## config.mk

```make
export PLATFORM = sky130hd
export DESIGN_NAME = ring_queue_front_back_insert
export DESIGN_NICKNAME = d
export VERILOG_FILES = /design/src/sv/rqfb_pkg.sv /design/src/sv/rqfb_ram.sv /design/src/sv/ring_queue_front_back_insert.sv
export SDC_FILE = /design/constraint.sdc
export NUM_CORES = 1
export LEC_CHECK = 0
export CORE_MARGIN = 2
export CORE_UTILIZATION = 60
export CTS_CLUSTER_DIAMETER = 120
export DETAILED_ROUTE_END_ITERATION = 10
export DONT_BUFFER_PORTS = 1
export PLACE_DENSITY = 0.76
export RECOVER_POWER = 25
export SYNTH_ARGS = -nofsm -noshare
export SYNTH_HDL_FRONTEND = slang
export SYNTH_SLANG_ARGS = --single-unit
```

## constraint.sdc

```tcl
create_clock -name i_clk -period 4.85 [get_ports i_clk]
set_clock_uncertainty 0.05 [all_clocks]
set_input_delay 0 -clock i_clk [delete_from_list [all_inputs] [get_ports i_clk]]
set_output_delay 0 -clock i_clk [all_outputs]
set_load 0.005 [all_outputs]
```

## src/sv/rqfb_pkg.sv

```systemverilog
package rqfb_pkg;

    localparam int ITEM_BITS  = 32;
    localparam int FIELD_BITS = 5;

    localparam logic [FIELD_BITS-1:0] QLEN_RESET = 5'd16;

    typedef enum logic [2:0] {
        REQ_SEND_BACK  = 3'd0,
        REQ_SEND_FRONT = 3'd1,
        REQ_RECEIVE    = 3'd2,
        REQ_PEEK       = 3'd3,
        REQ_RESET      = 3'd4
    } t_req_e;

    typedef struct packed {
        logic [2:0]           req_type;
        logic [ITEM_BITS-1:0] item_in;
    } t_req;

    typedef struct packed {
        logic                  ok;
        logic [ITEM_BITS-1:0]  item_out;
        logic [FIELD_BITS-1:0] fill_count;
        logic [FIELD_BITS-1:0] free_slots;
    } t_res;

endpackage

```

## src/sv/rqfb_ram.sv

```systemverilog
module rqfb_ram #(
    parameter int WIDTH = 32,
    parameter int DEPTH = 16
) (
    input  logic                     i_clk,
    input  logic                     i_we,
    input  logic [$clog2(DEPTH)-1:0] i_addr,
    input  logic [WIDTH-1:0]         i_wdata,
    output logic [WIDTH-1:0]         o_rdata
);

    logic [WIDTH-1:0] r_mem [DEPTH];
    logic [WIDTH-1:0] r_q;

    always_ff @(posedge i_clk) begin
        if (i_we) begin
            r_mem[i_addr] <= i_wdata;
        end
        r_q <= r_mem[i_addr];
    end

    assign o_rdata = r_q;

endmodule

```

## src/sv/ring_queue_front_back_insert.sv

```systemverilog
// Ring queue with push at back or front, pop, peek and reset, one request per
// clock. A request is taken whenever start is high; busy never rises, so one
// request can be issued every cycle. Its result is on o_res with o_done for
// one cycle: the request register holds the item, then the slot RAM read and
// the result register load together. Results come out in request order and
// cannot be stalled. Each request touches the single RAM port at most once
// (write for a send, read for a receive or peek), which is what allows the
// one-per-cycle rate. Slot contents are not cleared at reset; only indices and
// the count are. Write i_cfg_data only while no request is in flight.
module ring_queue_front_back_insert #(
    parameter int DEPTH = 16
) (
    input  logic                               i_clk,
    input  logic                               i_rst_n,
    input  logic                               start,
    output logic                               busy,
    input  rqfb_pkg::t_req                     i_req,
    output logic                               o_done,
    output rqfb_pkg::t_res                     o_res,
    input  logic                               i_cfg_we,
    input  logic [rqfb_pkg::FIELD_BITS-1:0]    i_cfg_data
);

    import rqfb_pkg::*;

    localparam int IW = $clog2(DEPTH);
    localparam int CW = $clog2(DEPTH + 1);
    localparam int LW = (CW > FIELD_BITS) ? CW : FIELD_BITS;

    // request stage
    logic                  r_in_vld;
    t_req                  r_in;

    // queue state
    logic [FIELD_BITS-1:0] r_qlen;
    logic [IW-1:0]         r_head, n_head;
    logic [IW-1:0]         r_tail, n_tail;
    logic [CW-1:0]         r_count, n_count;

    // result stage
    logic                  r_res_vld;
    logic                  r_ok, n_ok;
    logic                  r_rd, n_rd;
    logic [FIELD_BITS-1:0] r_fill, n_fill;
    logic [FIELD_BITS-1:0] r_free, n_free;

    logic [LW-1:0]         qlen_w;
    logic [LW-1:0]         depth_w;
    logic [LW-1:0]         len_w;
    logic [CW-1:0]         len;
    logic [CW-1:0]         head_inc;
    logic [CW-1:0]         tail_inc;
    logic [IW-1:0]         head_fwd;
    logic [IW-1:0]         tail_fwd;
    logic [IW-1:0]         head_back;
    logic [CW-1:0]         free_cnt;
    logic                  has_room;
    logic                  not_empty;

    logic                  ram_we;
    logic [IW-1:0]         ram_addr;
    logic [ITEM_BITS-1:0]  ram_q;

    assign busy = 1'b0;

    always_ff @(posedge i_clk) begin
        if (!i_rst_n) begin
            r_qlen <= QLEN_RESET;
        end else if (i_cfg_we) begin
            r_qlen <= i_cfg_data;
        end
    end

    always_ff @(posedge i_clk) begin
        if (!i_rst_n) begin
            r_in_vld <= 1'b0;
        end else begin
            r_in_vld <= start && !busy;
        end
    end

    always_ff @(posedge i_clk) begin
        if (start && !busy) begin
            r_in <= i_req;
        end
    end

    // effective length: zero acts as one, clamp to the ring size
    always_comb begin
        qlen_w  = LW'(r_qlen);
        depth_w = LW'(DEPTH);
        if (r_qlen == '0) begin
            len_w = LW'(1);
        end else if (qlen_w > depth_w) begin
            len_w = depth_w;
        end else begin
            len_w = qlen_w;
        end
        len = CW'(len_w);
    end

    always_comb begin
        head_inc  = CW'(r_head) + CW'(1);
        tail_inc  = CW'(r_tail) + CW'(1);
        head_fwd  = (head_inc >= len) ? '0 : IW'(head_inc);
        tail_fwd  = (tail_inc >= len) ? '0 : IW'(tail_inc);
        head_back = (r_head == '0) ? IW'(len - CW'(1)) : (r_head - IW'(1));
        has_room  = (r_count < len);
        not_empty = (r_count != '0);
    end

    always_comb begin
        n_head   = r_head;
        n_tail   = r_tail;
        n_count  = r_count;
        n_ok     = 1'b0;
        n_rd     = 1'b0;
        ram_we   = 1'b0;
        ram_addr = r_head;
        if (r_in_vld) begin
            unique case (t_req_e'(r_in.req_type))
                REQ_SEND_BACK: begin
                    ram_addr = r_tail;
                    if (has_room) begin
                        ram_we  = 1'b1;
                        n_tail  = tail_fwd;
                        n_count = r_count + CW'(1);
                        n_ok    = 1'b1;
                    end
                end
                REQ_SEND_FRONT: begin
                    ram_addr = head_back;
                    if (has_room) begin
                        ram_we  = 1'b1;
                        n_head  = head_back;
                        n_count = r_count + CW'(1);
                        n_ok    = 1'b1;
                    end
                end
                REQ_RECEIVE: begin
                    if (not_empty) begin
                        n_head  = head_fwd;
                        n_count = r_count - CW'(1);
                        n_ok    = 1'b1;
                        n_rd    = 1'b1;
                    end
                end
                REQ_PEEK: begin
                    if (not_empty) begin
                        n_ok = 1'b1;
                        n_rd = 1'b1;
                    end
                end
                REQ_RESET: begin
                    n_head  = '0;
                    n_tail  = '0;
                    n_count = '0;
                    n_ok    = 1'b1;
                end
                default: begin
                end
            endcase
        end
    end

    // free space saturates at zero when the length shrank under held items
    always_comb begin
        free_cnt = (n_count >= len) ? '0 : (len - n_count);
        n_fill   = FIELD_BITS'(LW'(n_count));
        n_free   = FIELD_BITS'(LW'(free_cnt));
    end

    always_ff @(posedge i_clk) begin
        if (!i_rst_n) begin
            r_head    <= '0;
            r_tail    <= '0;
            r_count   <= '0;
            r_res_vld <= 1'b0;
        end else begin
            r_head    <= n_head;
            r_tail    <= n_tail;
            r_count   <= n_count;
            r_res_vld <= r_in_vld;
        end
    end

    always_ff @(posedge i_clk) begin
        r_ok   <= n_ok;
        r_rd   <= n_rd;
        r_fill <= n_fill;
        r_free <= n_free;
    end

    rqfb_ram #(
        .WIDTH (ITEM_BITS),
        .DEPTH (DEPTH)
    ) u_slots (
        .i_clk   (i_clk),
        .i_we    (ram_we),
        .i_addr  (ram_addr),
        .i_wdata (r_in.item_in),
        .o_rdata (ram_q)
    );

    assign o_done          = r_res_vld;
    assign o_res.ok        = r_ok;
    assign o_res.item_out  = r_rd ? ram_q : '0;
    assign o_res.fill_count = r_fill;
    assign o_res.free_slots = r_free;

    a_result_follows: assert property (@(posedge i_clk) disable iff (!i_rst_n)
        (start && !busy) |=> ##1 o_done)
        else $error("accepted item produced no result");

    a_fail_zero_item: assert property (@(posedge i_clk) disable iff (!i_rst_n)
        (o_done && !o_res.ok) |-> (o_res.item_out == '0))
        else $error("failed request returned an item");

    a_count_hold: assert property (@(posedge i_clk) disable iff (!i_rst_n)
        !r_in_vld |=> $stable(r_count))
        else $error("count changed without a request");

    a_count_bound: assert property (@(posedge i_clk) disable iff (!i_rst_n)
        r_in_vld |=> (r_count <= CW'(DEPTH)))
        else $error("count exceeds ring size");

endmodule
```

## Word level (Yosys, flattened, before mapping)

Memories as Yosys holds them, arrays and structs flattened. A register that Yosys moved wholly into a read port is not among the register bits.
Cells that the tools add are included.

| storage, ports and cells | value |
|---|---|
| bits in registers | 67 |
| RAM bits | 512 |
| bits of input ports | 44 |
| output and inout bits | 45 |
| word-level logic and storage cells | 67 |
| memories | 1 |

Memories:

| name | depth | width | rd ports | clocked after Yosys merged registers in | write ports | line | source |
|---|---|---|---|---|---|---|---|
| u_slots.r_mem | 16 | 32 | 1 | 1 | 1 | rqfb_ram.sv:12 | `logic [WIDTH-1:0] r_mem [DEPTH];` |

| operators by class | value |
|---|---|
| $add $sub $neg | 7 |
| $lt $le $gt $ge | 5 |
| equal/unequal tests | 7 |
| mux-type cells | 24 |
| reduce and logical (&&, ||, !) cells | 11 |

Operator list:

| operator | number |
|---|---|
| $mux W32 | 1 |
| $mux W4 | 7 |
| $mux W5 | 5 |
| $pmux W4 S2 | 2 |
| $ge A5 B5 Y1 | 3 |
| $pmux W5 S3 | 1 |
| $pmux W4 S3 | 1 |
| $add A4 B1 Y5 const B | 2 |
| $sub A4 B1 Y4 const B | 2 |
| $eq A3 B2 Y1 const B | 2 |
| $mux W1 | 6 |
| $ne A2 B2 Y1 const B | 3 |
| $add A5 B1 Y5 const B | 1 |
| $gt A5 B5 Y1 const B | 1 |
| $logic_not A5 Y1 | 1 |
| $lt A5 B5 Y1 | 1 |
| $reduce_bool A5 Y1 | 1 |
| $sub A5 B1 Y5 const B | 1 |
| $sub A5 B5 Y5 | 1 |
| $logic_not A4 Y1 | 1 |
| $reduce_and A4 Y1 | 1 |
| $reduce_or A2 Y1 | 2 |
| $eq A3 B1 Y1 const B | 1 |
| $eq A3 B3 Y1 const B | 1 |
| 6 further kinds | 6 |

## Longest topological paths before layout

Gate-level depths: netlist of the first run.

| logic depth | value |
|---|---|
| depth in word-level cells | 9 |
| depth in mapped cells | 17 |
| mapped depth without buffers | 17 |

## Modules after synthesis

From an unflattened synthesis of the first run, not the netlist that was laid out.

| unflattened totals | value |
|---|---|
| cell total of the unflattened synthesis | 1192 |
| area total of the unflattened synthesis | 23552.6 um^2 |

Modules (own cells, without submodules):

| module | times used | cells each | area an instance (um^2) | seq. area each (um^2) |
|---|---|---|---|---|
| rqfb_ram | 1 | 840 | 19862.8 | 16015.4 |
| ring_queue_front_back_insert | 1 | 352 | 3689.8 | 1691.6 |

## Least setup slack after synthesis of the first run

OpenSTA, ideal clock, no wires.

| path | value |
|---|---|
| path kind | register -> register |
| start point | reg r_head[0] |
| end point | mem u_slots.r_mem[0][0], enable pin |
| setup time | 0.421 ns |
| arrival | 3.955 ns |
| required time | 4.379 ns |
| path slack | 0.424 ns |
| cell stages (with the launch flop) | 14 |
| buffers on the path | 2 |
| period minus slack after synthesis | 4.426 ns |
| cells stage by stage | dfxtp_1 > inv_1 > ha_1 > or3b_1 > nor2_1 > nor2_1 > ha_1 > nand2_1 > o21ai_0 > o21ai_2 > buf_6 > buf_4 > or4_1 > nor2_1 |

| on the way | value |
|---|---|
| cells in the longest elaborated chain, start to end | 4 |
| elaborated cells on any way between the ends | 5 |
| classes of those cells | add/sub: 1; mux: 3; reduce/logical: 1 |

Ends and longest elaborated chain:

| item | line | source |
|---|---|---|
| start: declaration | ring_queue_front_back_insert.sv:36 | `logic [IW-1:0] r_head, n_head;` |
| start signal: assignment | ring_queue_front_back_insert.sv:180 | `r_head <= n_head;` |
| $sub A4 B1 Y4 or $logic_not A4 Y1 (tied branches) | ring_queue_front_back_insert.sv:107 | `head_back = (r_head == '0) ? IW'(len - CW'(1)) : (r_head - IW'(1));` |
| $mux W4 | ring_queue_front_back_insert.sv:107 |  |
| $pmux W4 S2 | ring_queue_front_back_insert.sv:121 | `unique case (t_req_e'(r_in.req_type))` |
| $mux W4 (*) | ring_queue_front_back_insert.sv:120 | `if (r_in_vld) begin` |
| end: declaration | rqfb_ram.sv:12 |  |

Mark *: on every way between the ends. The rest lies on a longest branch, timed or not.

## Worst setup path in the final report of the first run

| path | value |
|---|---|
| start point | reg r_head[0] |
| end point | mem u_slots.r_mem[12][21], enable pin |

Same word-level chain as after synthesis.

==> reports/metrics.cfg, run 1 <==
[yosys]
synthArstFlopShare_pct = 0
yosys-top-cells-count = 547 x edfxtp_1, 128 x mux4_2, 64 x a22oi_1, 64 x dfxtp_1, 53 x nand2_1
synth_nets = 1249
synth_cells = 1179
synthFlopType = edfxtp_1
yosys.area.top_type = edfxtp_1
synth_seq_area_share_pct = 75.8
synth-edff-count = 547
yosysTopAreaCellShare_pct = 70.3
synth.most_common_cell = edfxtp_1
synth.yosys.warnings = 0
yosys-top-cells-area = edfxtp_1 70%, mux4_2 12%, dfxtp_1 5.5%
syn_avg_cell_area_um2 = 19.8
syn_area_mm2 = 0.0234
yosys.cell_types.count = 59
ys_seq_elements = 611

[floorplanning]
die_y_um = 201
die_area_mm2 = 0.0406
ios = 89
initial_core_util_pct = 60.6
core_mm2 = 0.0386
rows = 72
die_x_um = 201

[setup_path]
cp.depth = 13
crit_fanout = 15
startpoint_type = flip-flop
crit_type = flip-flop to flip-flop
worst_path_largest_cell_delay_ns = 0.60
arrival_ns = 4.57
crit_buf_inv = 2
worst-r2r-cell-count = 13
cp-end-kind = flip-flop
r2r_start = r_head[0]
crit_family = simple AND/OR/NAND/NOR gates
crit_path_start = r_head[0]
crit_slowest_cell = nor2_4
worstPathRequired_ns = 5.11
timing.rr.end = u_slots.r_mem[12][21]
cp_cell_sequence = inv_1 -> ha_1 -> nor3b_1 -> nor2_1 -> a21oi_1 -> ha_1 -> nor2_1 -> o21ai_1 -> nand3_1 -> a221oi_2 -> nand2_1 -> nor2_4 -> buf_4
regToRegSetupSlack_ns = 0.54

[power_and_ir_drop]
p_sw_share_pct = 21.1
leakagePower_nw = 8.79
sequentialPowerShare_pct = 53.7
power.share.clock_pct = 41.3
p_comb_share_pct = 5.0
intPower_mw = 8.80
ir_worst_vdd_mv = 0.412
power_switching_mw = 2.35
power_density_mw_per_mm2 = 413

[status]
status = complete, but fails checks
violations = max-capacitance violations, max-slew violations

[clocking]
clkTransAtPathRegs_ns = 0.06
cts_buffer_depth = 3
clock_latency_ns = 0.62
cts_tree = built
cts_root_buffer = clkbuf_16
cts_inserted_buffers = 58
htreeDepth = 2
cts_sinks = 611

[drt]
drt_iter0_drc = 1220
totalWireLength_mm = 48.1
ant_nets = 0
wl_per_cell_um = 25.7
remaining_drc_errors = 0
vias_per_cell = 6.23
drt-pass1-iter-count = 5
vias = 11600

[placement]
gp_congestion = 0.828
port_buffers = 0
hpwl_mm = 26.5

[grt]
grt_pass1_vias = 12000
track_usage_pct = 24.3
grt_antenna_before_repair = 1
overflow = 0
grt_pass1_wl_mm = 73.1
grt_max_degree = 131

[sta]
fin_crit_sh_pct = 88.8
period_minus_slack_ns = 4.31
relSlewSlack_pct = -64.2
whs_ns = 0.0457
max_freq_mhz = 232
tns_ns = 0
hold_viol_final = 0
setup_viol = 0
slew_violations = 37
rsz0062_at_grt = false
tightest_slew_ns = 2.46

[finish]
nets = 1373
layout-drive-gt1-share_pct = 20.9
syn_to_final_growth_pct = 15.5
n_antenna_cell = 0

[hold_path]
whs_path_depth = 3
worstHoldStart = i_cfg_we
worstHoldEndpoint = qlen_w[0]
hold_class = input pin to flip-flop

[job]
maxCapViolCount = 1

## state kept, by name, indices dropped and copies added (netlist names)
register / count
u_slots.r_mem: 512
r_in: 35
u_slots.o_rdata: 32
qlen_w: 5
r_count: 5
r_fill: 5
r_free: 5
r_head: 4
r_tail: 4
o_done: 1
r_in_vld: 1
r_ok: 1
r_rd: 1
## cell families (layout without fill, tap and decap cells)
family / count (synthesis) / after routing / share of synthesized area, %
buffers and inverters: 75 / 249 / 1.61
multiplexers: 135 / 135 / 12.6
flip-flops: 611 / 611 / 75.8
other: 1 / 1 / 0.0160
AND/OR/NAND/NOR: 190 / 190 / 4.03
adder cells (fa/ha/maj): 26 / 26 / 1.42
XOR/XNOR: 9 / 9 / 0.337
AO/OA/AOI/OAI: 132 / 132 / 4.20
## per-stage QoR
stage,instance area [um2],power (mW),setup WS [ns],std cells,util (%)
after floorplan,23400,6.43,0.424,1179,-
after global placement,24200,6.58,0.821,1677,62.8
after detailed placement,24200,6.59,0.653,1677,62.8
after CTS,27000,11.2,0.589,1871,70.1
after global routing,27000,11.5,0.222,1871,70.0
final,27000,11.2,0.541,1871,70.0
## worst min-delay path: cells and delay by family
family	cells	cell delay [ns]
buf+inv	1	0.55
simple gates	1	0.07
mux	1	0.05
## worst max-delay path by stage
stage,endpoint
floorplan,u_slots.r_mem[0][0]
CTS,u_slots.r_mem[12][30]
global route,u_slots.r_mem[14][22]
detailed placement,u_slots.r_mem[12][24]
finish,u_slots.r_mem[12][21]
global placement,u_slots.r_mem[12][24]
## area by class of cell
type	instances	area, um2
Sequential cell	611	17700
Fill cell	2383	11600
Multi-Input combinational cell	493	5450
Clock buffer	75	1570
Timing Repair Buffer	119	1150
Tap cell	518	648
Clock inverter	35	402
Inverter	20	75.1
## per-layer routing
| layer | track usage [%] | wire length (um) |
|---|---|---|
| met2 | 40.8 | 24700 |
| met3 | 3.84 | 2770 |
| met1 | 32.7 | 19100 |
| met4 | 9.16 | 1600 |
| met5 | 0 | 0 |
## what timing repair did
item | 4_1_cts | 5_1_grt
hold endpoints to repair | 90 | 0
setup buffers | 0 | 0
hold buffers | 84 | 0
gates resized for setup | 0 | 0
## power groups by stage
stage               Sequential [mW]  Clock (mW)  Combinational [mW]
finish                         5.99        4.61               0.553
CTS                            5.99        4.66               0.559
detailed placement             6.11           0               0.488
global route                   6.01        4.86               0.600
global placement               6.10           0               0.482
floorplan                      6.04           0               0.385
## placed cells by master, fill, tap and decap left out, types with 6 or more instances in the layout
master	Yosys	routed
edfxtp_1	547	547
mux4_2	128	128
dlygate4sd3_1	0	83
a22oi_1	64	64
dfxtp_1	64	64
clkbuf_16	0	58
nand2_1	53	53
and2_1	46	44
nor2_1	49	31
buf_4	8	31
ha_1	25	25
nor2_4	0	20
inv_1	19	19
clkbuf_1	17	13
clkinv_2	0	12
o21ai_0	11	11
a21oi_1	10	10
nand3_1	8	8
clkinv_1	1	8
a21o_1	8	8
nand2b_1	7	7
bufinv_16	0	7
mux2i_1	6	6
Power figures use the tool's default switching activity.
==> run 2, diff against run 1 <==
--- a/config.mk
+++ b/config.mk
@@ -6,12 +6,13 @@
 export NUM_CORES = 1
 export LEC_CHECK = 0
 export CORE_MARGIN = 2
-export CORE_UTILIZATION = 60
+export CORE_UTILIZATION = 37
 export CTS_CLUSTER_DIAMETER = 120
 export DETAILED_ROUTE_END_ITERATION = 10
 export DONT_BUFFER_PORTS = 1
-export PLACE_DENSITY = 0.76
+export HOLD_SLACK_MARGIN = 0.02
 export RECOVER_POWER = 25
+export SKIP_CTS_REPAIR_TIMING = 1
 export SYNTH_ARGS = -nofsm -noshare
 export SYNTH_HDL_FRONTEND = slang
 export SYNTH_SLANG_ARGS = --single-unit
==> run 2 against run 1 <==
- the flow still finishes with violations (max-capacitance violations, max-slew violations)
- combinational power up 0.7%
- die area is 61% higher
- sequential power about the same
- register-to-register slack better by 0.10 ns
- wire length up 4.3%
- utilization fell by 26 points
- first-iteration DRC count down 34%
- critical path type unchanged
- critical endpoint is now r_free[1]
- highest routed layer unchanged
==> reports/metrics.cfg, run 2 (synthesis gave the netlist of run 1 again) <==
[setup_path]
crit_type = flip-flop to flip-flop  ; unchanged
worstPathRequired_ns = 5.28  ; was 5.11 ns
worst-r2r-cell-count = 16  ; was 13
cpMostUsedCell = a21o_1
crit_slowest_cell = a221o_1  ; was nor2_4
cp_cell_sequence = inv_1 -> nand2_1 -> ha_1 -> or3_1 -> a221oi_2 -> nor2_1 -> a221o_1 -> a221o_1 -> inv_1 -> ha_1 -> a21o_1 -> a21o_1 -> a21o_1 -> a21oi_1 -> a31oi_1 -> and2_1  ; was inv_1 -> ha_1 -> nor3b_1 -> nor2_1 -> a21oi_1 -> ha_1 -> nor2_1 -> o21ai_1 -> nand3_1 -> a221oi_2 -> nand2_1 -> nor2_4 -> buf_4
crit_fanout = 7  ; was 15
arrival_ns = 4.63  ; was 4.57 ns
startpoint_type = flip-flop  ; unchanged
worst_path_largest_cell_delay_ns = 0.41  ; was 0.60 ns
cp-end-kind = flip-flop  ; unchanged
regToRegSetupSlack_ns = 0.65  ; was 0.54 ns

[finish]
stdcell_count = 2201  ; was 1871
layout_common_cells = 547 x edfxtp_1, 128 x mux4_2, 77 x dlygate4sd3_1  ; was 547 x edfxtp_1, 128 x mux4_2, 83 x dlygate4sd3_1
n_antenna_cell = 0  ; unchanged
regMostFlops = u_slots.r_mem  ; unchanged
layout-drive-gt1-share_pct = 20.9  ; about the same
syn_to_final_growth_pct = 17.7  ; was 15.5%
register_area_mm2 = 0.0177  ; about the same
final_common_cell = edfxtp_1  ; unchanged
n_fill_cell = 5380  ; was 2383
largest_reg_flops = 512  ; unchanged
nets = 1376  ; was 1373
multi_input_area_mm2 = 0.00545  ; unchanged

[floorplanning]
die_x_um = 255  ; was 201 um
core_mm2 = 0.0627  ; was 0.0386 mm2
die_y_um = 255  ; was 201 um
die_area_mm2 = 0.0652  ; was 0.0406 mm2
rows = 92  ; was 72
ios = 89  ; unchanged
initial_core_util_pct = 37.3  ; was 60.6%

[status]
violations = max-capacitance violations, max-slew violations  ; unchanged
status = complete, but fails checks  ; unchanged

[sta]
period_minus_slack_ns = 4.20  ; was 4.31 ns
relSlewSlack_pct = -76.2  ; was -64.2%
tns_ns = 0  ; unchanged
max_freq_mhz = 238  ; was 232 MHz
tightest_slew_ns = 2.64  ; was 2.46 ns
fin_crit_sh_pct = 86.7  ; was 88.8%
rsz0062_at_grt = false  ; unchanged
slew_violations = 37  ; unchanged
setup_viol = 0  ; unchanged
hold_viol_final = 0  ; unchanged

[grt]
grt_pass1_wl_mm = 75.8  ; was 73.1 mm
grt_max_degree = 58  ; was 131
overflow = 0  ; unchanged
grt_antenna_before_repair = 0  ; was 1
track_usage_pct = 15.4  ; was 24.3%
grt_pass1_vias = 11800  ; was 12000

[clocking]
clock_latency_ns = 0.59  ; was 0.62 ns
htreeDepth = 3  ; was 2
cts_inserted_buffers = 66  ; was 58
clkTransAtPathRegs_ns = 0.06  ; about the same
cts_tree = built  ; unchanged
cts_sinks = 611  ; unchanged
cts_root_buffer = clkbuf_16  ; unchanged
cts_buffer_depth = 3  ; unchanged

[drt]
vias = 11400  ; was 11600
wl_per_cell_um = 22.8  ; was 25.7 um
totalWireLength_mm = 50.2  ; was 48.1 mm
ant_nets = 0  ; unchanged
drt_iter0_drc = 802  ; was 1220
drt-pass1-iter-count = 5  ; unchanged
remaining_drc_errors = 0  ; unchanged
vias_per_cell = 5.19  ; was 6.23

[power_and_ir_drop]
power_density_mw_per_mm2 = 413  ; about the same
ir_worst_vdd_mv = 0.289  ; was 0.412 mV
leakagePower_nw = 8.84  ; was 8.79 nW

[placement]
gp_congestion = 0.826  ; was 0.828
port_buffers = 0  ; unchanged
dp_cells = 2006  ; was 1677
hpwl_mm = 28.6  ; was 26.5 mm

[hold_path]
whs_path_depth = 1  ; was 3
hold_class = input pin to flip-flop  ; unchanged

[job]
maxCapViolCount = 1  ; unchanged

## run 2: critical path: cells and delay by family, from the launching register on
kind | cells | cell delay (ns)
simple gates | 4 | 0.92
buf+inv | 2 | 0.32
compound gates | 8 | 2.02
fa+ha+maj | 2 | 0.46
flops | 1 | 0.34
## run 2: path summary, 6_finish.rpt
path | startpoint | end
worst max-delay path | qlen_w[4] | r_free[1]
worst min-delay path | i_req[12] | r_in[12]
worst max register to register | qlen_w[4] | r_free[1]
worst min register to register | r_tail[1] | r_tail[1]
## run 2: per-stage QoR
stage / hold WS (ns) / total power [mW] / utilization [%] / worst slack [ns] / cell area (um2)
floorplan: 0.0489 / 6.43 / - / 0.424 / 23400
global placement: 0.0489 / 6.61 / 39.4 / 0.727 / 24700
detailed placement: 0.0489 / 6.62 / 39.4 / 0.675 / 24700
CTS: -0.584 / 11.4 / 42.6 / 0.657 / 26700
global route: 0.0265 / 11.8 / 43.9 / 0.330 / 27500
finish: 0.0244 / 11.4 / 43.9 / 0.646 / 27500
## run 2: metal layers
metal | GRT usage [%] | wire length (um)
met5 | 0 | 0
met4 | 4.66 | 978
met3 | 2.66 | 1980
met2 | 25.9 | 25100
met1 | 20.6 | 22100
## run 2: report_power, final
group	internal, mW	leakage, nW	switching, mW	total (mW)
Sequential	5.87	5.48	0.130	6.00
Combinational	0.265	2.36	0.291	0.557
Clock	2.82	1.00	1.99	4.80
## run 2: cell type report
cell class	instances	share of cell area, %
Sequential cell	611	64.3
Multi-Input combinational cell	493	19.8
Clock buffer	92	6.69
Timing Repair Buffer	114	4.25
Tap cell	846	3.85
Clock inverter	25	0.782
Inverter	20	0.273
